[src/rtl/bdpt_pkg.sv]
// Shared types for the button debounce and press timer block.
package bdpt_pkg;

  localparam int unsigned CNT_W  = 8;
  localparam int unsigned TICK_W = 32;
  localparam int unsigned DUR_W  = 32;

  localparam logic [CNT_W-1:0] DEBOUNCE_RST = 8'd20;

  // Per-sample decision from the debouncer
  typedef struct packed {
    logic press;
    logic release_ev;
    logic is_down;
  } bdpt_evt_t;

endpackage

[src/rtl/bdpt_fsm.sv]
// Four-state debounce state machine with a shared dwell counter.
module bdpt_fsm (
  input  logic                     clk,
  input  logic                     rst_n,
  input  logic                     step,
  input  logic                     pin_level,
  input  logic [bdpt_pkg::CNT_W-1:0] debounce_samples,
  output bdpt_pkg::bdpt_evt_t      evt
);
  import bdpt_pkg::*;

  typedef enum logic [1:0] {
    ST_UP      = 2'd0,
    ST_DOWN    = 2'd1,
    ST_FALLING = 2'd2,
    ST_RISING  = 2'd3
  } state_t;

  state_t           state_r, state_nxt;
  logic [CNT_W-1:0] cnt_r, cnt_nxt;
  logic             expired;

  // Only one transient state is live at a time, so one counter serves both.
  assign expired = (cnt_r >= debounce_samples);

  always_comb begin
    state_nxt      = state_r;
    cnt_nxt        = cnt_r;
    evt.press      = 1'b0;
    evt.release_ev = 1'b0;
    unique case (state_r)
      ST_UP: begin
        if (!pin_level) state_nxt = ST_FALLING;
      end
      ST_FALLING: begin
        if (expired) begin
          cnt_nxt = '0;
          if (!pin_level) begin
            state_nxt = ST_DOWN;
            evt.press = 1'b1;
          end else begin
            state_nxt = ST_UP;
          end
        end else begin
          cnt_nxt = cnt_r + 1'b1;
        end
      end
      ST_DOWN: begin
        if (pin_level) state_nxt = ST_RISING;
      end
      ST_RISING: begin
        if (expired) begin
          cnt_nxt = '0;
          if (pin_level) begin
            state_nxt      = ST_UP;
            evt.release_ev = 1'b1;
          end else begin
            state_nxt = ST_DOWN;
          end
        end else begin
          cnt_nxt = cnt_r + 1'b1;
        end
      end
      default: begin
        state_nxt = ST_UP;
      end
    endcase
    evt.is_down = (state_nxt == ST_DOWN) || (state_nxt == ST_RISING);
  end

  always_ff @(posedge clk) begin
    if (!rst_n) begin
      state_r <= ST_UP;
      cnt_r   <= '0;
    end else if (step) begin
      state_r <= state_nxt;
      cnt_r   <= cnt_nxt;
    end
  end

  // stable states always hold a cleared counter
  a_cnt_idle: assert property (@(posedge clk) disable iff (!rst_n)
    (state_r == ST_UP || state_r == ST_DOWN) |-> (cnt_r == '0))
    else $error("dwell counter nonzero in stable state");

  // a confirmed press lands in down
  a_press_down: assert property (@(posedge clk) disable iff (!rst_n)
    (step && evt.press) |=> (state_r == ST_DOWN))
    else $error("press without entering down");

endmodule

[src/rtl/bdpt_timer.sv]
// Press tick latch and press duration register.
module bdpt_timer #(
  parameter int unsigned TICK_WIDTH = 32
) (
  input  logic                      clk,
  input  logic                      rst_n,
  input  logic                      step,
  input  logic [bdpt_pkg::TICK_W-1:0] tick_now,
  input  logic                      clear_duration,
  input  bdpt_pkg::bdpt_evt_t       evt,
  output logic [bdpt_pkg::DUR_W-1:0]  duration_nxt
);
  import bdpt_pkg::*;

  logic [TICK_WIDTH-1:0] tick_ext;
  logic [TICK_WIDTH-1:0] press_tick_r, press_tick_nxt;
  logic [TICK_WIDTH-1:0] duration_r, dur_full_nxt;

  // zero-extend or truncate the sampled tick to the counter width
  assign tick_ext = TICK_WIDTH'(tick_now);

  always_comb begin
    press_tick_nxt = evt.press ? tick_ext : press_tick_r;
    dur_full_nxt   = clear_duration ? '0 : duration_r;
    if (evt.release_ev) dur_full_nxt = tick_ext - press_tick_r;
  end

  assign duration_nxt = DUR_W'(dur_full_nxt);

  always_ff @(posedge clk) begin
    if (!rst_n) begin
      press_tick_r <= '0;
      duration_r   <= '0;
    end else if (step) begin
      press_tick_r <= press_tick_nxt;
      duration_r   <= dur_full_nxt;
    end
  end

endmodule

[src/rtl/button_debounce_press_timer.sv]
// Top level: debounced active-low button with press duration timing.
//
// Each input transfer carries one raw pin sample (0 = pressed), the current
// tick count and a clear flag, and yields exactly one result transfer.
// The button walks up -> falling -> down -> rising -> up; a transient state
// waits cfg debounce_samples further samples (reset 20, written via
// cfg_wr_en/cfg_wr_data; the user must write it only while idle, which
// the block does not enforce), then re-checks the pin, confirming the
// edge or falling back to the prior stable level. A confirmed press
// latches the tick; a confirmed release stores (release - press) modulo
// 2^TICK_WIDTH, reported in the low 32 bits of out_press_duration.
// clear_duration zeroes the stored duration before the sample acts. One
// sample per clock while in_stall is low; results come from one short
// combinational pass into the single output register. in_stall is high
// only while that register holds an untaken result and the sink stalls.
module button_debounce_press_timer #(
  parameter int unsigned TICK_WIDTH = 32
) (
  input  logic                        clk,
  input  logic                        rst_n,
  // configuration
  input  logic                        cfg_wr_en,
  input  logic [bdpt_pkg::CNT_W-1:0]  cfg_wr_data,
  // sample channel
  input  logic                        in_valid,
  output logic                        in_stall,
  input  logic                        in_pin_level,
  input  logic [bdpt_pkg::TICK_W-1:0] in_tick_now,
  input  logic                        in_clear_duration,
  // result channel
  output logic                        out_valid,
  input  logic                        out_stall,
  output logic                        out_press_event,
  output logic                        out_release_event,
  output logic                        out_is_down,
  output logic [bdpt_pkg::DUR_W-1:0]  out_press_duration
);
  import bdpt_pkg::*;

  logic [CNT_W-1:0] debounce_r;
  logic             in_xfer, out_xfer;
  bdpt_evt_t        evt;
  logic [DUR_W-1:0] duration_nxt;

  logic             out_valid_r, out_valid_nxt;
  logic             out_press_r, out_release_r, out_is_down_r;
  logic [DUR_W-1:0] out_duration_r;

  // Output register can take a new result whenever it is empty or drains now.
  assign in_stall = out_valid_r & out_stall;
  assign in_xfer  = in_valid & ~in_stall;
  assign out_xfer = out_valid_r & ~out_stall;

  always_ff @(posedge clk) begin
    if (!rst_n) begin
      debounce_r <= DEBOUNCE_RST;
    end else if (cfg_wr_en) begin
      debounce_r <= cfg_wr_data;
    end
  end

  bdpt_fsm u_fsm (
    .clk              (clk),
    .rst_n            (rst_n),
    .step             (in_xfer),
    .pin_level        (in_pin_level),
    .debounce_samples (debounce_r),
    .evt              (evt)
  );

  bdpt_timer #(
    .TICK_WIDTH (TICK_WIDTH)
  ) u_timer (
    .clk            (clk),
    .rst_n          (rst_n),
    .step           (in_xfer),
    .tick_now       (in_tick_now),
    .clear_duration (in_clear_duration),
    .evt            (evt),
    .duration_nxt   (duration_nxt)
  );

  always_comb begin
    out_valid_nxt = out_valid_r;
    if (in_xfer)       out_valid_nxt = 1'b1;
    else if (out_xfer) out_valid_nxt = 1'b0;
  end

  always_ff @(posedge clk) begin
    if (!rst_n) begin
      out_valid_r <= 1'b0;
    end else begin
      out_valid_r <= out_valid_nxt;
    end
  end

  // payload: no reset needed
  always_ff @(posedge clk) begin
    if (in_xfer) begin
      out_press_r    <= evt.press;
      out_release_r  <= evt.release_ev;
      out_is_down_r  <= evt.is_down;
      out_duration_r <= duration_nxt;
    end
  end

  assign out_valid          = out_valid_r;
  assign out_press_event    = out_press_r;
  assign out_release_event  = out_release_r;
  assign out_is_down        = out_is_down_r;
  assign out_press_duration = out_duration_r;

  a_press_result: assert property (@(posedge clk) disable iff (!rst_n)
    (in_xfer && evt.press) |=> (out_valid && out_press_event && out_is_down))
    else $error("press result lost or not down");

  a_release_result: assert property (@(posedge clk) disable iff (!rst_n)
    (in_xfer && evt.release_ev) |=> (out_valid && out_release_event && !out_is_down))
    else $error("release result lost or still down");

  a_clear_zero: assert property (@(posedge clk) disable iff (!rst_n)
    (in_xfer && in_clear_duration && !evt.release_ev) |=> (out_press_duration == '0))
    else $error("clear did not zero duration");

endmodule

[config.mk]
export PLATFORM = sky130hd
export DESIGN_NAME = button_debounce_press_timer
export DESIGN_NICKNAME = d
export VERILOG_FILES = /design/src/rtl/bdpt_pkg.sv /design/src/rtl/bdpt_fsm.sv /design/src/rtl/bdpt_timer.sv /design/src/rtl/button_debounce_press_timer.sv
export SDC_FILE = /design/constraint.sdc
export NUM_CORES = 1
export LEC_CHECK = 0
export BUFFER_PORTS_ARGS = -buffer_cell sky130_fd_sc_hd__buf_2
export CORE_UTILIZATION = 32
export DETAILED_ROUTE_END_ITERATION = 7
export PLACE_DENSITY = 0.51
export SLEW_MARGIN = 20
export SYNTH_ARGS = -nofsm -noshare
export SYNTH_HDL_FRONTEND = slang
export SYNTH_SLANG_ARGS = --single-unit
[constraint.sdc]
create_clock -name clk -period 7.1 [get_ports clk]
set_input_delay 0.71 -clock clk [delete_from_list [all_inputs] [get_ports clk]]
set_output_delay 0.71 -clock clk [all_outputs]
set_load 0.05 [all_outputs]
# After elaboration in Yosys (flattened, before gate mapping)
# Cells that the tools add are included.
[totals] regBits=118 latch_bits=0 mem_bits_rw=0 romBits=0 input_bits=47 elab_cells=45 n_memories=0
[op_classes] addsub=2 mul=0 n_div=0 order_cmp=1 eq_ne=5 shifts=0 mux=16 bitwise_logic=5 reduce_logical=6
[ops] operator="$mux 32" count=2
[ops] operator="$sub 32x32->32" count=1
[ops] operator="$mux 1" count=9
[ops] operator="$add 8x1->8 const B" count=1
[ops] operator="$ge 8x8->1" count=1
[ops] operator="$mux 8" count=1
[ops] operator="$eq 2x2->1 const B" count=3
[ops] operator="$mux 2" count=3
[ops] operator="$pmux 2 s3" count=1
[ops] operator="$eq 2x1->1 const B" count=2
[ops] operator="$reduce_and 2->1" count=2
[ops] operator="$and 1x1->1" count=3
[ops] operator="$logic_not 2->1" count=1
[ops] operator="$not 1->1" count=2
[ops] operator="$reduce_bool 2->1" count=1
[ops] operator="$reduce_or 2->1" count=1
[ops] operator="$logic_or 1x1->1" count=1

# Longest topological paths before layout
[depth] depth_word=5 ltp_mapped=12 mapped_depth_nobuf=11

# Hierarchy
# From an unflattened synthesis, not the netlist that was laid out.
[unflattened] cells_unflattened=752 area_unflattened_um2=6711.4
[by_module_without_submodules] module="bdpt_timer" n_inst=1 cells_per_inst=600 area_each_um2=4606.9
[by_module_without_submodules] module="button_debounce_press_timer" n_inst=1 cells_per_inst=64 area_each_um2=1387.6
[by_module_without_submodules] module="bdpt_fsm" n_inst=1 cells_per_inst=88 area_each_um2=716.9

# Worst setup path before layout
# Ideal clock, no wire load.
[synth_timing] kind="input to register" startpoint="input port out_stall" endpoint="register out_is_down_r (netlist: out_is_down), enable pin" arrival_time_ps=2515 required_ps=6687 setup_slack_ps=4172 path_stages=5 path_buffers=2 path_cell_list="nand2_1 nand2_1 inv_1 clkbuf_1 buf_1"
[synth_between] elab_chain_cells=3
[synth_lines] item="start, declared" line_no="button_debounce_press_timer.sv:32" text="input logic out_stall,"
[synth_lines] item="$and 1x1->1" line_no="button_debounce_press_timer.sv:50" text="assign in_stall = out_valid_r & out_stall;"
[synth_lines] item="$not 1->1" line_no="button_debounce_press_timer.sv:51" text="assign in_xfer = in_valid & ~in_stall;"
[synth_lines] item="$and 1x1->1" line_no="button_debounce_press_timer.sv:51"
[synth_lines] item="net in_xfer" line_no="button_debounce_press_timer.sv:41" text="logic in_xfer, out_xfer;"
[synth_lines] item="end signal, assigned" line_no="button_debounce_press_timer.sv:102" text="out_is_down_r <= evt.is_down;"
[synth_lines] item="end, declared" line_no="button_debounce_press_timer.sv:46" text="logic out_press_r, out_release_r, out_is_down_r;"
# The timed path passes the listed nets, and every way through them passes these cells.
# A chain may end at the register's enable or synchronous reset.

# Worst setup path after layout
[layout_timing] startpoint="register debounce_r[5]" endpoint="register u_timer.duration_r[24]"
[layout_between] elab_chain_cells=4
[layout_lines] item="start, declared" line_no="button_debounce_press_timer.sv:40" text="logic [CNT_W-1:0] debounce_r;"
[layout_lines] item="start signal, assigned" line_no="button_debounce_press_timer.sv:58" text="debounce_r <= cfg_wr_data;"
[layout_lines] item="$ge 8x8->1" line_no="bdpt_fsm.sv:24" text="assign expired = (cnt_r >= debounce_samples);"
[layout_lines] item="$mux 1" line_no="bdpt_fsm.sv:52" text="if (expired) begin"
[layout_lines] item="$mux 1" line_no="bdpt_fsm.sv:31" text="unique case (state_r)"
[layout_lines] item="$mux 32" line_no="bdpt_timer.sv:25" text="if (evt.release_ev) dur_full_nxt = tick_ext - press_tick_r;"
[layout_lines] item="end signal, assigned" line_no="bdpt_timer.sv:36" text="duration_r <= dur_full_nxt;"
[layout_lines] item="end, declared" line_no="bdpt_timer.sv:17" text="logic [TICK_WIDTH-1:0] duration_r, dur_full_nxt;"
# No other way between the ends.

==> flow_summary_export.csv <==
group,metric,value,unit
job,maxCapViolations,0,
floorplan,core,19700,um2
floorplan,num_rows,51,
power_and_ir_drop,power_density,230,nW/um2
detailed_routing,drt_iter0_markers,309,
worst_setup_path,end_kind,"flip-flop",
sta,relSlewSlack,32.1,%
floorplan,die_w,145,um
sta,fin_crit_sh,45.8,%
floorplan,ios,84,
layout,syn2layout_area_growth,18.8,%
worst_setup_path,critPathMaxFanout,39,
synthesis,synth_common_cells,"131 x nand2_1, 89 x a21oi_1, 83 x dfxtp_1",
clock_tree,cts.sinks,118,
power_and_ir_drop,total_leakage_power,3.05,nW
detailed_routing,post_drt_via_cell_ratio,4.89,
clock_tree,clock_latency,0.42,ns
grt,grt_pass1_vias,5107,
synthesis,synth_cell_types,68,
run_status,outcome,"complete, no violations",
place,port_buffers,83,
worst_setup_path,ff2ff_setup_slack,3.85,ns
hold_path,hold_path_class,"flip-flop to flip-flop",
sta,tns,0,ns
worst_setup_path,worstPathArrival,3.56,ns
place,post-dp-hpwl,11800,um
clock_tree,cts.clk_slew.worst_paths,0.05,ns
detailed_routing,totalWireLength,16300,um
synthesis,syn_area,6530,um2
clock_tree,cts_repair_resize_count,0,
worst_setup_path,crit_type,"flip-flop to flip-flop",
worst_setup_path,cp_cell_sequence,"inv_1, ha_1, a41o_1, a21oi_1, o21ai_1, a21oi_2, buf_4, inv_2, o21ai_2, and2_1, a221oi_1, o41ai_1",
clock_tree,cts_tree,"built",
hold_path,min_path_cells,2,
sta,tightest_slew,1.02,ns
detailed_routing,wl_per_cell,14.6,um
detailed_routing,wl_met2,6880,um
layout,antennaDiodeCount,0,
sta,hold_viol,0,
floorplan,initial_utilization,33.1,%
sta,rsz0062_at_grt,"no",
synthesis,yosys-top-cells-area,"dfxtp_1 25%, edfxtp_1 16%, ha_1 7.7%",
detailed_routing,top_layer,"met4",
grt,grt_max_degree,57,
clock_tree,cts_hold_buf,0,
place,place_area,7180,um2
clock_tree,cts_inserted_buffers,17,
synthesis,synthCells,772,
place,gp_congestion,0.848,
floorplan,die_area,21000,um2
worst_setup_path,reg2reg_to,"u_timer.duration_r[24]",
detailed_routing,wl_met1,8590,um
synthesis,synth_seq_cells,118,
detailed_routing,wl_met3,689,um
clock_tree,cts_setup_buffers,0,
synthesis,yosys.area.top_type,"dfxtp_1",
synthesis,syn-num-nets,860,
grt,overflow,0,
sta,fmax,0.308,GHz
detailed_routing,route.detailed.drc,0,
synthesis,yosysWarnings,0,
worst_setup_path,required,7.41,ns
sta,setup_viol,0,
synthesis,synthFlopType,"dfxtp_1",
worst_setup_path,critical_path_buf_inv_count,3,
power_and_ir_drop,ir_drop,138,uV
grt,grt_pass1_wl,26700,um
sta,clock_skew,0.0171,ns
synthesis,synthArstFlopShare,0,%
sta,slew_violations,0,
synthesis,yosysMostFrequentCell,"nand2_1",
detailed_routing,drtPass1Iterations,4,
hold_path,min_to,"u_timer.duration_r[9]",
floorplan,die_y,145,um
synthesis,seq_area_frac_synth,41.6,%
worst_setup_path,cpLargestDelayFamily,"compound AO/OA/AOI/OAI gates",
clock_tree,cts_root_buffer,"clkbuf_16",
detailed_routing,drtAntennaViolNets,0,
layout,final_layout_size_suffix_gt1_share,16.0,%
synthesis,synth_area_per_cell,8.45,um2
worst_setup_path,reg2reg_depth,12,
hold_path,hp-start,"u_timer.duration_r[9]",
worst_setup_path,slowest_delay,0.48,ns
worst_setup_path,worstReg2RegStart,"debounce_r[5]",
layout,finalNetCount,931,
grt,antenna_found_initial,0,
grt,grt_usage,16.8,%
layout,final_area,7750,um2
clock_tree,clk_path_buf_depth,2,
worst_setup_path,cp_slowest_cell,"and2_1",
detailed_routing,vias,5478,
synthesis,synth_edf_count,35,
synthesis,synth_top_area_share,25.5,%
clock_tree,cts_max_level,4,
sta,min_period,3.25,ns
worst_setup_path,critPathLaunchType,"flip-flop",
==> through the flow <==
step / instances / utilization, % / hold slack [ns] / power [mW] / setup WS, ns
after floorplan: 772 / - / 0.425 / 0.889 / 4.17
after global placement: 1089 / 36.4 / 0.437 / 0.956 / 3.84
after detailed placement: 1089 / 36.4 / 0.444 / 0.955 / 3.79
after CTS: 1121 / 39.3 / 0.452 / 1.81 / 3.82
after global routing: 1121 / 39.3 / 0.466 / 1.86 / 3.49
final: 1121 / 39.3 / 0.450 / 1.79 / 3.85
==> worst max path at each step <==
| stage | slack (ns) | depth (start not counted) | end | start |
|---|---|---|---|---|
| CTS | 3.82 | 12 | u_timer.duration_r[24] | debounce_r[5] |
| detailed placement | 3.79 | 9 | u_timer.duration_r[24] | out_stall |
| global route | 3.49 | 12 | u_timer.duration_r[24] | debounce_r[5] |
| finish | 3.85 | 12 | u_timer.duration_r[24] | debounce_r[5] |
| global placement | 3.84 | 9 | u_timer.duration_r[24] | out_stall |
| floorplan | 4.17 | 5 | out_is_down | out_stall |
==> report_power, final <==
group          leakage [nW]  total (mW)  switching [mW]  internal [mW]
clock network         0.276       0.847           0.303          0.544
logic                  1.75       0.223           0.153         0.0698
registers              1.03       0.717         0.00646          0.711
total                  3.05        1.79           0.462           1.32
==> flip-flops by register name, indices dropped and copies added, names as in the netlist, 2 cells and up <==
name,count
u_timer.press_tick_r,32
out_press_duration,32
u_fsm.state_r,2
u_timer.duration_r,32
debounce_r,8
u_fsm.cnt_r,8
==> cell type report <==
| class | count | area (um2) |
|---|---|---|
| Tap cell | 265 | 332 |
| Fill cell | 2027 | 12000 |
| Clock inverter | 12 | 136 |
| Timing Repair Buffer | 89 | 460 |
| Inverter | 57 | 214 |
| Multi-Input combinational cell | 560 | 3460 |
| Clock buffer | 20 | 437 |
| Sequential cell | 118 | 2710 |
==> kinds of logic after synthesis <==
kind of cell | count (synthesis) | share of synthesized area [%]
buf+inv | 94 | 5.60
xor+xnor | 33 | 4.43
flops | 118 | 41.6
mux | 8 | 1.23
compound gates | 212 | 20.7
simple gates | 266 | 18.5
fa+ha+maj | 41 | 7.98
==> layout by cell type, fill, tap and decap left out, drive strengths merged, types with 18 or more instances in the layout <==
master  netlist  final
dfxtp        83     83
edfxtp       35     35
clkbuf       22     20
ha           40     40
nand2       132    132
xnor2        18     18
buf          15     89
nor2         42     42
a21oi        92     92
inv          57     57
o21ai        49     49
nand3        30     30
==> worst reg2reg max path: stages (launching register included) <==
cell      delay (ns)
dfxtp_1         0.32
inv_1           0.05
ha_1            0.32
a41o_1          0.24
a21oi_1         0.10
o21ai_1         0.12
a21oi_2         0.14
buf_4           0.34
inv_2           0.37
o21ai_2         0.41
and2_1          0.48
a221oi_1        0.17
o41ai_1         0.08
==> layer usage <==
metal | GRT usage [%] | up-vias
li1 | - | 2852
met1 | 24.2 | 2497
met2 | 24.2 | 114
met3 | 3.52 | 15
met4 | 6.15 | 0
met5 | 0 | -
(Power assumes the default switching activity.)
